## config.mk

```make
export PLATFORM = sky130hd
export DESIGN_NAME = mcw_count_table
export DESIGN_NICKNAME = d
export VERILOG_FILES = /design/src/hw/rtl/mcw_count_table.sv
export SDC_FILE = /design/constraint.sdc
export NUM_CORES = 2
export LEC_CHECK = 0
export ABC_CLOCK_PERIOD_IN_PS = 5500
export BUFFER_PORTS_ARGS = -buffer_cell sky130_fd_sc_hd__clkbuf_2
export CORE_ASPECT_RATIO = 0.75
export CORE_MARGIN = 1.5
export CORE_UTILIZATION = 30
export CTS_CLUSTER_DIAMETER = 80
export CTS_CLUSTER_SIZE = 14
export DETAILED_ROUTE_END_ITERATION = 7
export PLACE_DENSITY = 0.5
export SETUP_SLACK_MARGIN = 0.4
export SYNTH_ARGS = -nofsm -noshare
export SYNTH_HDL_FRONTEND = slang
export SYNTH_SLANG_ARGS = --single-unit
```

## constraint.sdc

```tcl
create_clock -name aclk -period 5.5 [get_ports aclk]
set_clock_uncertainty 0.05 [all_clocks]
set_input_delay 0.55 -clock aclk [delete_from_list [all_inputs] [get_ports aclk]]
set_output_delay 0.55 -clock aclk [all_outputs]
set_load 0.05 [all_outputs]
```

## src/hw/rtl/mcw_count_table.sv

```systemverilog
// ----------------------------------------------------------------------------
// mcw_count_table
// Per-symbol count RAM with registered read and per-entry valid bits.
// ----------------------------------------------------------------------------
module mcw_count_table #(
    parameter int DEPTH = 256,
    parameter int WIDTH = 9
) (
    input  logic                     aclk,
    input  logic                     aresetn,
    input  logic                     clear,
    input  logic                     rd_en,
    input  logic [$clog2(DEPTH)-1:0] rd_addr,
    output logic [WIDTH-1:0]         rd_data,
    input  logic                     wr_en,
    input  logic [$clog2(DEPTH)-1:0] wr_addr,
    input  logic [WIDTH-1:0]         wr_data
);
    logic [WIDTH-1:0] mem [DEPTH];
    logic [DEPTH-1:0] vld_reg;
    logic [WIDTH-1:0] rd_data_reg;
    logic             rd_vld_reg;

    always_ff @(posedge aclk) begin
        if (wr_en) begin
            mem[wr_addr] <= wr_data;
        end
        if (rd_en) begin
            rd_data_reg <= mem[rd_addr];
        end
    end

    always_ff @(posedge aclk) begin
        if (!aresetn) begin
            vld_reg    <= '0;
            rd_vld_reg <= 1'b0;
        end else begin
            if (clear) begin
                vld_reg <= '0;
            end else if (wr_en) begin
                vld_reg[wr_addr] <= 1'b1;
            end
            if (rd_en) begin
                rd_vld_reg <= vld_reg[rd_addr];
            end
        end
    end

    assign rd_data = rd_vld_reg ? rd_data_reg : '0;

endmodule

```

==> results_tabular.tex <==
\begin{tabular}{lr}
\hline
Metric & Value \\
\hline
\multicolumn{2}{l}{\textbf{Power and ir drop}} \\
Register share of total power & 0.569 \\
Final total power & 37.4 mW \\
Sw frac & 0.219 \\
Sw Pwr & 8.19 mW \\
Share of power burned in the clock network & 0.380 \\
Comb pwr share & 0.051 \\
Internal portion of total power & 29.3 mW \\
Total power density per cell area & 341 nW/µm² \\
Peak VDD IR & 0.000316 V \\
Leakage dissipation & 32.8 nW \\
\multicolumn{2}{l}{\textbf{Route}} \\
Number of vias per cell & 5.13 \\
Number of detailed-route iterations in the first pass & 7 \\
Number of routed nets with antenna violations & 0 \\
Drc violations & 0 \\
Routed wire length per instance & 28.5 µm \\
DRC marker count from the first detailed-route iteration & 5,537 \\
Total wire length after detailed routing & 271 mm \\
Total number of vias & 48,800 \\
\multicolumn{2}{l}{\textbf{Layout}} \\
Sequential cell area & 74,600 µm² \\
Proportion of layout cells with a drive suffix above 1 & 0.214 \\
Synthesis-to-finish area growth & 12.4\% \\
Number of nets in the layout & 5,066 \\
Max reg flops & 2,304 \\
Fillers & 30,300 \\
Multi-input gate area & 21,600 µm² \\
Post-route standard cell area excluding fillers & 110,000 µm² \\
\multicolumn{2}{l}{\textbf{Die}} \\
Number of top-level pins & 39 \\
Die height & 497 µm \\
Standard cell core area & 324,000 µm² \\
Effective utilization at floorplan & 0.301 \\
Total number of placement rows & 181 \\
Die W & 662 µm \\
Die footprint & 329,000 µm² \\
\multicolumn{2}{l}{\textbf{Synth}} \\
Fraction of synthesized cell area taken by the top area cell type & 0.711 \\
Yosys warns & 0 \\
Cell type with the largest total area after synthesis & edfxtp\_1 \\
Netlist Area Pre-Place & 97,700 µm² \\
Number of flip-flops and latches in the synthesized netlist & 2,570 \\
Number of standard cells after synthesis & 4,910 \\
Post-synthesis net count & 4,940 \\
Count of flip-flops with a built-in enable after synthesis & 2,313 \\
Top\_reg\_cell synth & edfxtp\_1 \\
Post-synth ARST share & 0 \\
Mean area per synthesized cell & 19.9 µm² \\
Synth top area cells & edfxtp\_1 (71\%), mux4\_2 (15\%), dfxtp\_1 (5.3\%), nor2\_1 (2.8\%), a22oi\_1 (2.3\%) \\
Most used standard cells in the synthesized netlist & edfxtp\_1 (2,313), nor2\_1 (720), mux4\_2 (638) \\
Most frequently used cell type in the post-synthesis netlist & edfxtp\_1 \\
Post-synth cell types & 42 \\
Share of synthesized area occupied by flip-flops and latches & 0.764 \\
\multicolumn{2}{l}{\textbf{Placement}} \\
IO Port Bufs & 38 \\
Last weighted congestion value of the routability-driven placer & 0.813 \\
Cell Area, Placed & 104,000 µm² \\
Half-perimeter wire length after detailed placement & 166 mm \\
\multicolumn{2}{l}{\textbf{Timing}} \\
Worst slack on hold paths & 0.0613 ns \\
Share of the clock period used by the worst path after layout & 0.656 \\
Relative slew slack & 0.0942 \\
Slew at the pin closest to its max-slew limit & 1.35 ns \\
Min Tclk post-route & 3.61 ns \\
Number of endpoints with negative hold slack in the final report & 0 \\
Final setup viols & 0 \\
Sum Neg Setup Slack & 0 ns \\
RSZ-0062 raised after global routing & false \\
Max frequency & 0.277 GHz \\
Count of final max-slew check failures & 0 \\
\multicolumn{2}{l}{\textbf{Global route}} \\
Antenna violations before repair & 24 \\
Number of global-route vias before repair & 48,800 \\
Global-route wire length before repair & 382 mm \\
Overall overflow remaining after global route & 0 \\
Pin count of the biggest net entering global routing & 157 \\
Total Routing Usage GR & 0.162 \\
\multicolumn{2}{l}{\textbf{Min path}} \\
Worst min path class & in -> reg \\
\multicolumn{2}{l}{\textbf{Critical path}} \\
Maximum fanout along the worst path & 58 \\
Setup CP Type & in -> reg \\
Required time of the critical path & 6.09 ns \\
Nature of the critical path endpoint & flop \\
Worst endpoint data arrival time & 4.20 ns \\
Critical path launch point type & input port \\
\multicolumn{2}{l}{\textbf{Clocking}} \\
Cts-stage hold buffer count & 2 \\
CTS H-tree depth & 4 \\
Number of sinks on the clock net & 2,570 \\
Number of buffers added by the clock tree synthesis step & 210 \\
Clock transition at the registers of the reported paths & 0.07 ns \\
Resized cells post-CTS & 0 \\
Maximum clock insertion buffer count & 4 \\
Clock Latency Late Sink & 0.92 ns \\
Root Buffer & clkbuf\_16 \\
Post-CTS setup buffer count & 0 \\
CTS tree & done \\
\multicolumn{2}{l}{\textbf{Run status}} \\
Outcome & completed \\
\multicolumn{2}{l}{\textbf{Flow run}} \\
Count of maximum capacitance violations & 0 \\
\hline
\end{tabular}
-- cell type report --
cell class | count | area share
Clock buffer | 376 | 0.0542
Antenna cell | 12 | 0.000274
Inverter | 6 | 0.000205
Tap cell | 4300 | 0.0490
Multi-Input combinational cell | 2034 | 0.197
Timing Repair Buffer | 214 | 0.0189
Clock inverter | 7 | 0.000798
Sequential cell | 2570 | 0.680
-- path summary, 6_finish.rpt --
check                    start        endpoint  slack, ns  cells after the start
hold reg to reg   vld_reg[195]    vld_reg[195]       0.42                      2
setup / recovery    rd_addr[1]  rd_data_reg[3]       1.89                      9
hold / removal      wr_data[3]     mem[101][3]       0.06                      1
setup reg to reg    mem[51][3]  rd_data_reg[3]       2.40                      6
-- per-stage QoR --
step / worst slack (ns) / cells / utilization
floorplan: 2.70 / 4910 / -
global placement: 0.942 / 9122 / 0.320
detailed placement: 0.915 / 9122 / 0.320
CTS: 1.88 / 9507 / 0.339
global route: 1.73 / 9516 / 0.339
finish: 1.89 / 9519 / 0.339
-- cells by family after synthesis --
family | count (synthesis) | synth area share
AO/OA/AOI/OAI | 523 | 0.0371
buffers and inverters | 306 | 0.0152
flip-flops | 2570 | 0.764
multiplexers | 650 | 0.148
AND/OR/NAND/NOR | 861 | 0.0357
-- worst max-delay path, stage by stage --
cell     delay, ns
buf_8         0.44
buf_12        0.28
buf_4         0.37
mux4_2        0.41
a22oi_1       0.26
a21oi_1       0.27
nor4_1        0.88
o22ai_1       0.25
or2_1         0.27
-- power groups by stage --
stage	combinational, mW	clock (mW)	sequential [mW]
after floorplan	0.980	0	21.7
after global placement	1.92	0	21.7
after detailed placement	1.94	0	21.7
after CTS	1.94	14.6	21.3
after global routing	2.02	15.2	21.3
final	1.91	14.2	21.3
-- placed cells by master, fill, tap and decap left out, types with 3 or more instances in the layout --
master,netlist,routed
nor2b_1,11,9
diode_2,0,12
dfxtp_1,257,257
mux4_2,638,638
mux2i_1,12,12
or2_2,4,4
a22oi_1,294,294
o221ai_1,5,5
buf_12,0,36
a21oi_1,153,153
and2_1,10,9
nand2_1,29,27
buf_4,9,138
o21ba_2,29,29
clkbuf_1,194,162
nand4_1,10,10
o22ai_1,21,21
a22o_1,7,7
buf_8,1,11
inv_1,5,5
nor4_1,37,37
or2_1,9,9
clkbuf_16,0,213
edfxtp_1,2313,2313
clkbuf_2,0,27
nor2_1,720,717
nand3_1,23,23
nor3_1,3,3
-- per-layer routing --
layer,part of all wire,GRT usage
met5,0.000044,0
met4,0.025,0.0390
met3,0.067,0.0279
met2,0.44,0.240
met1,0.46,0.246
Power figures use the tool's default switching activity.
