## src/hw/rtl/mcw_pkg.sv

```systemverilog
// ----------------------------------------------------------------------------
// mcw_pkg
// Shared opcodes, field widths and arithmetic unit types.
// ----------------------------------------------------------------------------
package mcw_pkg;

    localparam int OPC_W     = 2;
    localparam int SYM_W     = 8;
    localparam int POS_OUT_W = 12;
    localparam int M_DATA_W  = 32;

    typedef enum logic [OPC_W-1:0] {
        OP_CLEAR   = 2'd0,
        OP_PATTERN = 2'd1,
        OP_TEXT    = 2'd2,
        OP_END     = 2'd3
    } opcode_t;

    typedef enum logic [1:0] {
        ALU_INC     = 2'b01,
        ALU_DEC_SAT = 2'b10
    } alu_op_t;

    typedef struct packed {
        logic le;
        logic ge;
    } alu_flags_t;

endpackage

```

## src/hw/rtl/mcw_alu.sv

```systemverilog
// ----------------------------------------------------------------------------
// mcw_alu
// Shared count unit: increment or saturating decrement, compared to a bound.
// ----------------------------------------------------------------------------
module mcw_alu #(
    parameter int W = 13
) (
    input  mcw_pkg::alu_op_t    op,
    input  logic [W-1:0]        a,
    input  logic [W-1:0]        b,
    output logic [W-1:0]        res,
    output mcw_pkg::alu_flags_t flags
);
    import mcw_pkg::*;

    always_comb begin
        case (op)
            ALU_INC: begin
                res = a + 1'b1;
            end
            ALU_DEC_SAT: begin
                res = (a != '0) ? a - 1'b1 : a;
            end
            default: begin
                res = a;
            end
        endcase
        flags.le = (res <= b);
        flags.ge = (res >= b);
    end

endmodule

```

## config.mk

```make
export PLATFORM = sky130hd
export DESIGN_NAME = mcw_alu
export DESIGN_NICKNAME = d
export VERILOG_FILES = /design/src/hw/rtl/mcw_pkg.sv /design/src/hw/rtl/mcw_alu.sv
export SDC_FILE = /design/constraint.sdc
export NUM_CORES = 1
export LEC_CHECK = 0
export BUFFER_PORTS_ARGS = -buffer_cell sky130_fd_sc_hd__clkbuf_2
export CORE_MARGIN = 10
export CORE_UTILIZATION = 58
export DETAILED_ROUTE_END_ITERATION = 16
export PLACE_DENSITY_LB_ADDON = 0.3
export SETUP_SLACK_MARGIN = 0.15
export SLEW_MARGIN = 20
export SYNTH_ARGS = -nofsm -noshare
export SYNTH_HDL_FRONTEND = slang
export SYNTH_SLANG_ARGS = --single-unit
```

## constraint.sdc

```tcl
create_clock -name vclk -period 6.38
set_input_delay 0.319 -clock vclk [all_inputs]
set_output_delay 0.319 -clock vclk [all_outputs]
set_load 0.05 [all_outputs]
```

==> results of run 1 <==
==> cells in the mapped netlist (2+ instances only) <==
cell	number	share of area, %
nor2_1	13	3.8
a21boi_0	2	1.2
o211ai_1	5	2.9
nor3_1	8	3.1
and4_1	2	1.4
a22oi_1	3	1.8
nor2b_1	2	0.98
a311oi_1	2	1.4
a21o_1	2	1.2
nand2b_1	3	1.5
nand3_1	10	3.9
a21oi_1	7	2.7
o21ai_0	10	3.9
nand2_1	12	3.5
nor3b_1	2	1.2
clkbuf_1	11	3.2
mux2_2	3	2.6
and2_1	4	2.0
mux2i_1	5	3.9
a211o_1	3	2.1
nand4_1	5	2.5
inv_1	21	6.2
buf_2	2	0.79
nand4b_1	3	2.1
a31o_2	2	1.4
o41ai_1	3	2.1
ha_1	18	18
==> report_power, final <==
| group | total (W) | switching, W | internal, W |
|---|---|---|---|
| clock | 0 | 0 | 0 |
| sequential | 0 | 0 | 0 |
| combinational | 0.000144 | 0.0000998 | 0.0000446 |
==> placed cells by master, fill, tap and decap left out, types with 3 or more instances in the layout <==
cell type,n
clkbuf_2,43
inv_1,21
ha_1,18
nor2_1,13
nand2_1,12
o21ai_0,10
nand3_1,10
nor3_1,8
a21oi_1,7
mux2i_1,5
o211ai_1,5
nand4_1,5
and2_1,4
nand2b_1,3
nand4b_1,3
o41ai_1,3
a211o_1,3
mux2_2,3
a22oi_1,3
==> worst max-delay path by stage <==
stage                from        to  slack (ps)  cells past startpoint
floorplan            a[0]  flags[1]         400                     11
global placement    op[0]  flags[0]        2600                     13
detailed placement  op[0]  flags[0]        2570                     13
CTS                 op[0]  flags[0]        2570                     13
global route        op[0]  flags[0]        2240                     13
finish              op[0]  flags[1]        2540                     12
==> per-layer routing <==
layer	share of wire (%)	vias to the layer above	global-route usage [%]
li1	-	770	-
met1	44	684	20.6
met2	43	85	25.9
met3	12	4	5.69
met4	0.76	0	1.79
met5	0	-	0
==> kinds of logic after synthesis <==
| family | after synthesis | share of synthesized area [%] |
|---|---|---|
| and+or+nand+nor | 76 | 34.7 |
| AOI/OAI and AO/OA | 50 | 28.5 |
| buffers and inverters | 36 | 11.7 |
| adders and majority gates | 18 | 17.7 |
| muxes | 9 | 7.46 |
==> through the flow <==
stage / util, % / worst slack [ps] / cells / area, um2 / total power (W)
finish: 71.9 / 2540 / 244 / 1450 / 0.000144
detailed placement: 71.9 / 2570 / 244 / 1450 / 0.000144
global placement: 71.9 / 2600 / 244 / 1450 / 0.000141
global route: 71.9 / 2240 / 244 / 1450 / 0.000157
CTS: 71.9 / 2570 / 244 / 1450 / 0.000144
floorplan: - / 399 / 189 / 1270 / 0.000107
==> cell type report <==
cell class | count | area share (%)
multi-input cells | 153 | 77.5
well taps | 27 | 2.32
inverters | 21 | 5.42
repair buffers | 43 | 14.8
==> run metrics, run 1 <==
status=complete, no violations; CTS resizes=0; post-DP HPWL=3140 um; P_leak=a little over 0.7 nW; row cnt=16; Top Ports=43; Mapped Nets=235; Synth Instances=189; final WL=3810 um; Setup CP Type=input pin to output port; Pre-antenna DRT Iters=4; Syn Std Cell Area=1270 um2; Pwr Density=99.3 nW/um2; Synth warnings=0; Crit path max-delay family=compound AO/OA/AOI/OAI gates; # DRC=0; layout cell share with drive strength beyond 1=24.4%; total grt overflow=0; Slew Viols, Final=0; Worst Path Arrival=3520 ps; Final Hold Vio Count=0; Final TNS setup=0 ps; Worst Setup Start Kind=input pin; max_slew headroom=52.7%; # nets final=265; remaining antenna violation count after routing=0; largest net degree at the start of global routing=25; die area=4470 um2; Min Clock Period, post-route=3840 ps; Worst Min Path Start=b[12]; DR iter-0 viols=119; Slowest-stage cell, CP=ha_1; Hold EP=flags[1]; multi-input logic area=1130 um2; worst endpoint required time=6060 ps; flip-flop and latch area=0 um2; Max Fclk=between 0.2 and 0.3 GHz; routability cong.=0.961; max incr delay on CP=about 570 ps; worst slew pin tran=709 ps; core region area=2020 um2; Initial Utilization=between 60% and 70%; CP Cell Sequence=clkbuf_2 > inv_1 > ha_1 > nor2b_1 > nand2_1 > o41ai_1 > ha_1 > and2_1 > o21ai_0 > a21boi_0 > o41ai_1 > clkbuf_2; Tot GR Track Use=16.1%; vias in the first global route=1,377; Seq Cell Count=0; clkbuf count=0; Hold WC Path Type=input pin to output port; Port Buffer Count=43; crit path buf inv count=3; Final setup violation count=0; Post-CTS Setup Bufs=0; final period utilization=60.3%; Worst VDD drop=0.0642 mV; hold_buf cts=0; critical-path maximum fanout=24; via count=1,543; wire per inst=approximately 16 um; post-synthesis sequential area ratio=0%; Syn Area/Cell=6.75 um2; DIE WIDTH=approximately 67 um; ant diodes=0; RSZ-0062 raised after global routing=false; Max-Cap Viols=0; distinct cell type count after synthesis=53; Fill cells=175; drt via density=6.32; first-pass GRT wire length=6150 um; final worst hold slack=1240 ps; CP endpoint kind=output port; initial antenna violation count=0; hold path depth=5; area delta synth->final=14.0%; Die Y=66.9 um
Note: power is estimated with default switching activity, not from simulation.
==> run 2, diff against run 1 <==
CORE_UTILIZATION = 54   (was 58)
clock period = 3.7 ns   (was 6.38 ns; I/O delays follow)
==> run 2 against run 1 <==
Against the previous run: cell count increased by 3.7%; power increased by 90%; critical path type unchanged; via count increased by 2.7%; flip-flop and latch count unchanged; wire length increased by 13%; die area increased by 5.2%.
==> run metrics, run 2 (synthesized netlist as in run 1, its figures left out) <==
worst endpoint required time=3510 ps (-2550 ps); worst slew pin tran=517 ps (-192 ps); Die Y=68.6 um (+2.5%); P_int=0.0000907 W (+100%); Logic pwr share=100.0% (about the same); max_slew headroom=65.5% (+13 points); CP endpoint kind=output port; # nets final=273 (+3.0%); drt via density=6.26 (-0.93%); Final Hold Vio Count=0 (unchanged); Max-Cap Viols=0 (unchanged); total grt overflow=0 (unchanged); via count=1,585 (+2.7%); routability cong.=0.908 (-5.5%); Final TNS setup=0 ps (unchanged); Pwr Density=171 nW/um2 (+72%); Worst VDD drop=0.126 mV (+96%); crit path capture=flags[0]; final period utilization=between 90% and 100%; Switching Share=66.9% (-2.2 points); final WL=4310 um (+13%); area delta synth->final=25.5%; final worst hold slack=948 ps (-290 ps); Worst Path Arrival=3250 ps (-270 ps); total power=0.000274 W (+90%); Fill cells=212 (+21%); Final setup violation count=0 (unchanged); Post-DP Area=1570 um2 (+8.0%); Top Ports=43 (unchanged); initial antenna violation count=0 (unchanged); layout cell share with drive strength beyond 1=31.1% (+6.7 points); DIE WIDTH=68.6 um (+2.5%); Worst Min Path Start=a[3]; Pre-antenna DRT Iters=4 (unchanged); hold_buf cts=0 (unchanged); first-pass GRT wire length=6930 um (+13%); Tot GR Track Use=17.9% (+1.8 points); Hold WC Path Type=input pin to output port; Finished Cell Area=1600 um2 (+10%); DR iter-0 viols=194 (+63%); P_leak=0.794 nW (+9.8%); Clock power frac=0% (unchanged); clkbuf count=0 (unchanged); wire per inst=17.0 um (+9.0%); Initial Utilization=57.1% (-6.0 points); flip-flop and latch area=0 um2 (unchanged); Port Buffer Count=43 (unchanged); remaining antenna violation count after routing=0 (unchanged); Slew Viols, Final=0 (unchanged); Seq pwr share=0% (unchanged); die area=4700 um2 (+5.2%); largest net degree at the start of global routing=14 (-44%); leading cell type in the layout, fill and taps excluded=clkbuf_2; row cnt=17 (+1); RSZ-0062 raised after global routing=true; ant diodes=0 (unchanged); # DRC=0 (unchanged); Setup CP Type=input pin to output port; status=complete, no violations; Worst Setup Start Kind=input pin; Min Clock Period, post-route=between 3000 and 4000 ps; core region area=2230 um2 (+10%); post-DP HPWL=3580 um (+14%); most frequent cells in the layout=clkbuf_2, inv_1, ha_1; vias in the first global route=1,512 (+9.8%); Seq Cell Count=0 (unchanged); Switching Power=0.000183 W (+84%); crit path launch=a[1]; critical-path maximum fanout=9 (-63%); Max Fclk=a little under 0.3 GHz
[run 2: cell count changes in the layout (fill, tap and decap cells not counted), sizes merged]
cell and change:
buf +10, clkbuf -2
[run 2: power groups by stage]
stage	logic (W)	clock network (W)	registers, W
after floorplan	0.000200	0	0
after global placement	0.000263	0	0
after detailed placement	0.000270	0	0
after CTS	0.000271	0	0
after global routing	0.000297	0	0
final	0.000274	0	0
[run 2: worst min path at each step]
stage	end	slack, ps	cells past startpoint
floorplan	res[8]	630	1
global placement	res[3]	940	3
detailed placement	res[3]	950	3
CTS	res[3]	950	3
global route	res[3]	980	3
finish	res[3]	950	3
[run 2: critical path, cell delays in order]
cell and delay (ps):
clkbuf_2 180, inv_2 130, ha_1 200, or4b_1 550, o211ai_1 260, nor2_1 70
a211o_2 290, ha_1 300, nand3_1 110, o221a_2 310, or2_2 280, nand4b_1 110
buf_2 270
[run 2: stage by stage]
| step | utilization, % | worst slack (ps) | std cells |
|---|---|---|---|
| after floorplan | - | 177 | 189 |
| after global placement | 70.3 | 307 | 251 |
| after detailed placement | 70.3 | 209 | 251 |
| after CTS | 70.3 | 201 | 251 |
| after global routing | 71.7 | 145 | 253 |
| final | 71.7 | 264 | 253 |
[run 2: final cells by class]
type	instances	area (um2)	share of cell area [%]
repair buffers	51	275	17.2
inverters	21	78.8	4.93
well taps	28	35.0	2.19
multi-input cells	153	1210	75.7
[run 2: layer usage]
| metal | global-route usage, % | vias up | wire length, um |
|---|---|---|---|
| li1 | - | 790 | - |
| met1 | 22.8 | 714 | 1810 |
| met2 | 31.1 | 79 | 2110 |
| met3 | 2.90 | 2 | 373 |
| met4 | 3.02 | 0 | 19 |
| met5 | 0 | - | 0 |
[run 2: timing repair]
action,CTS,global route
setup buffers,0,2
resized for setup,0,5
endpoints found under the setup margin,0,2
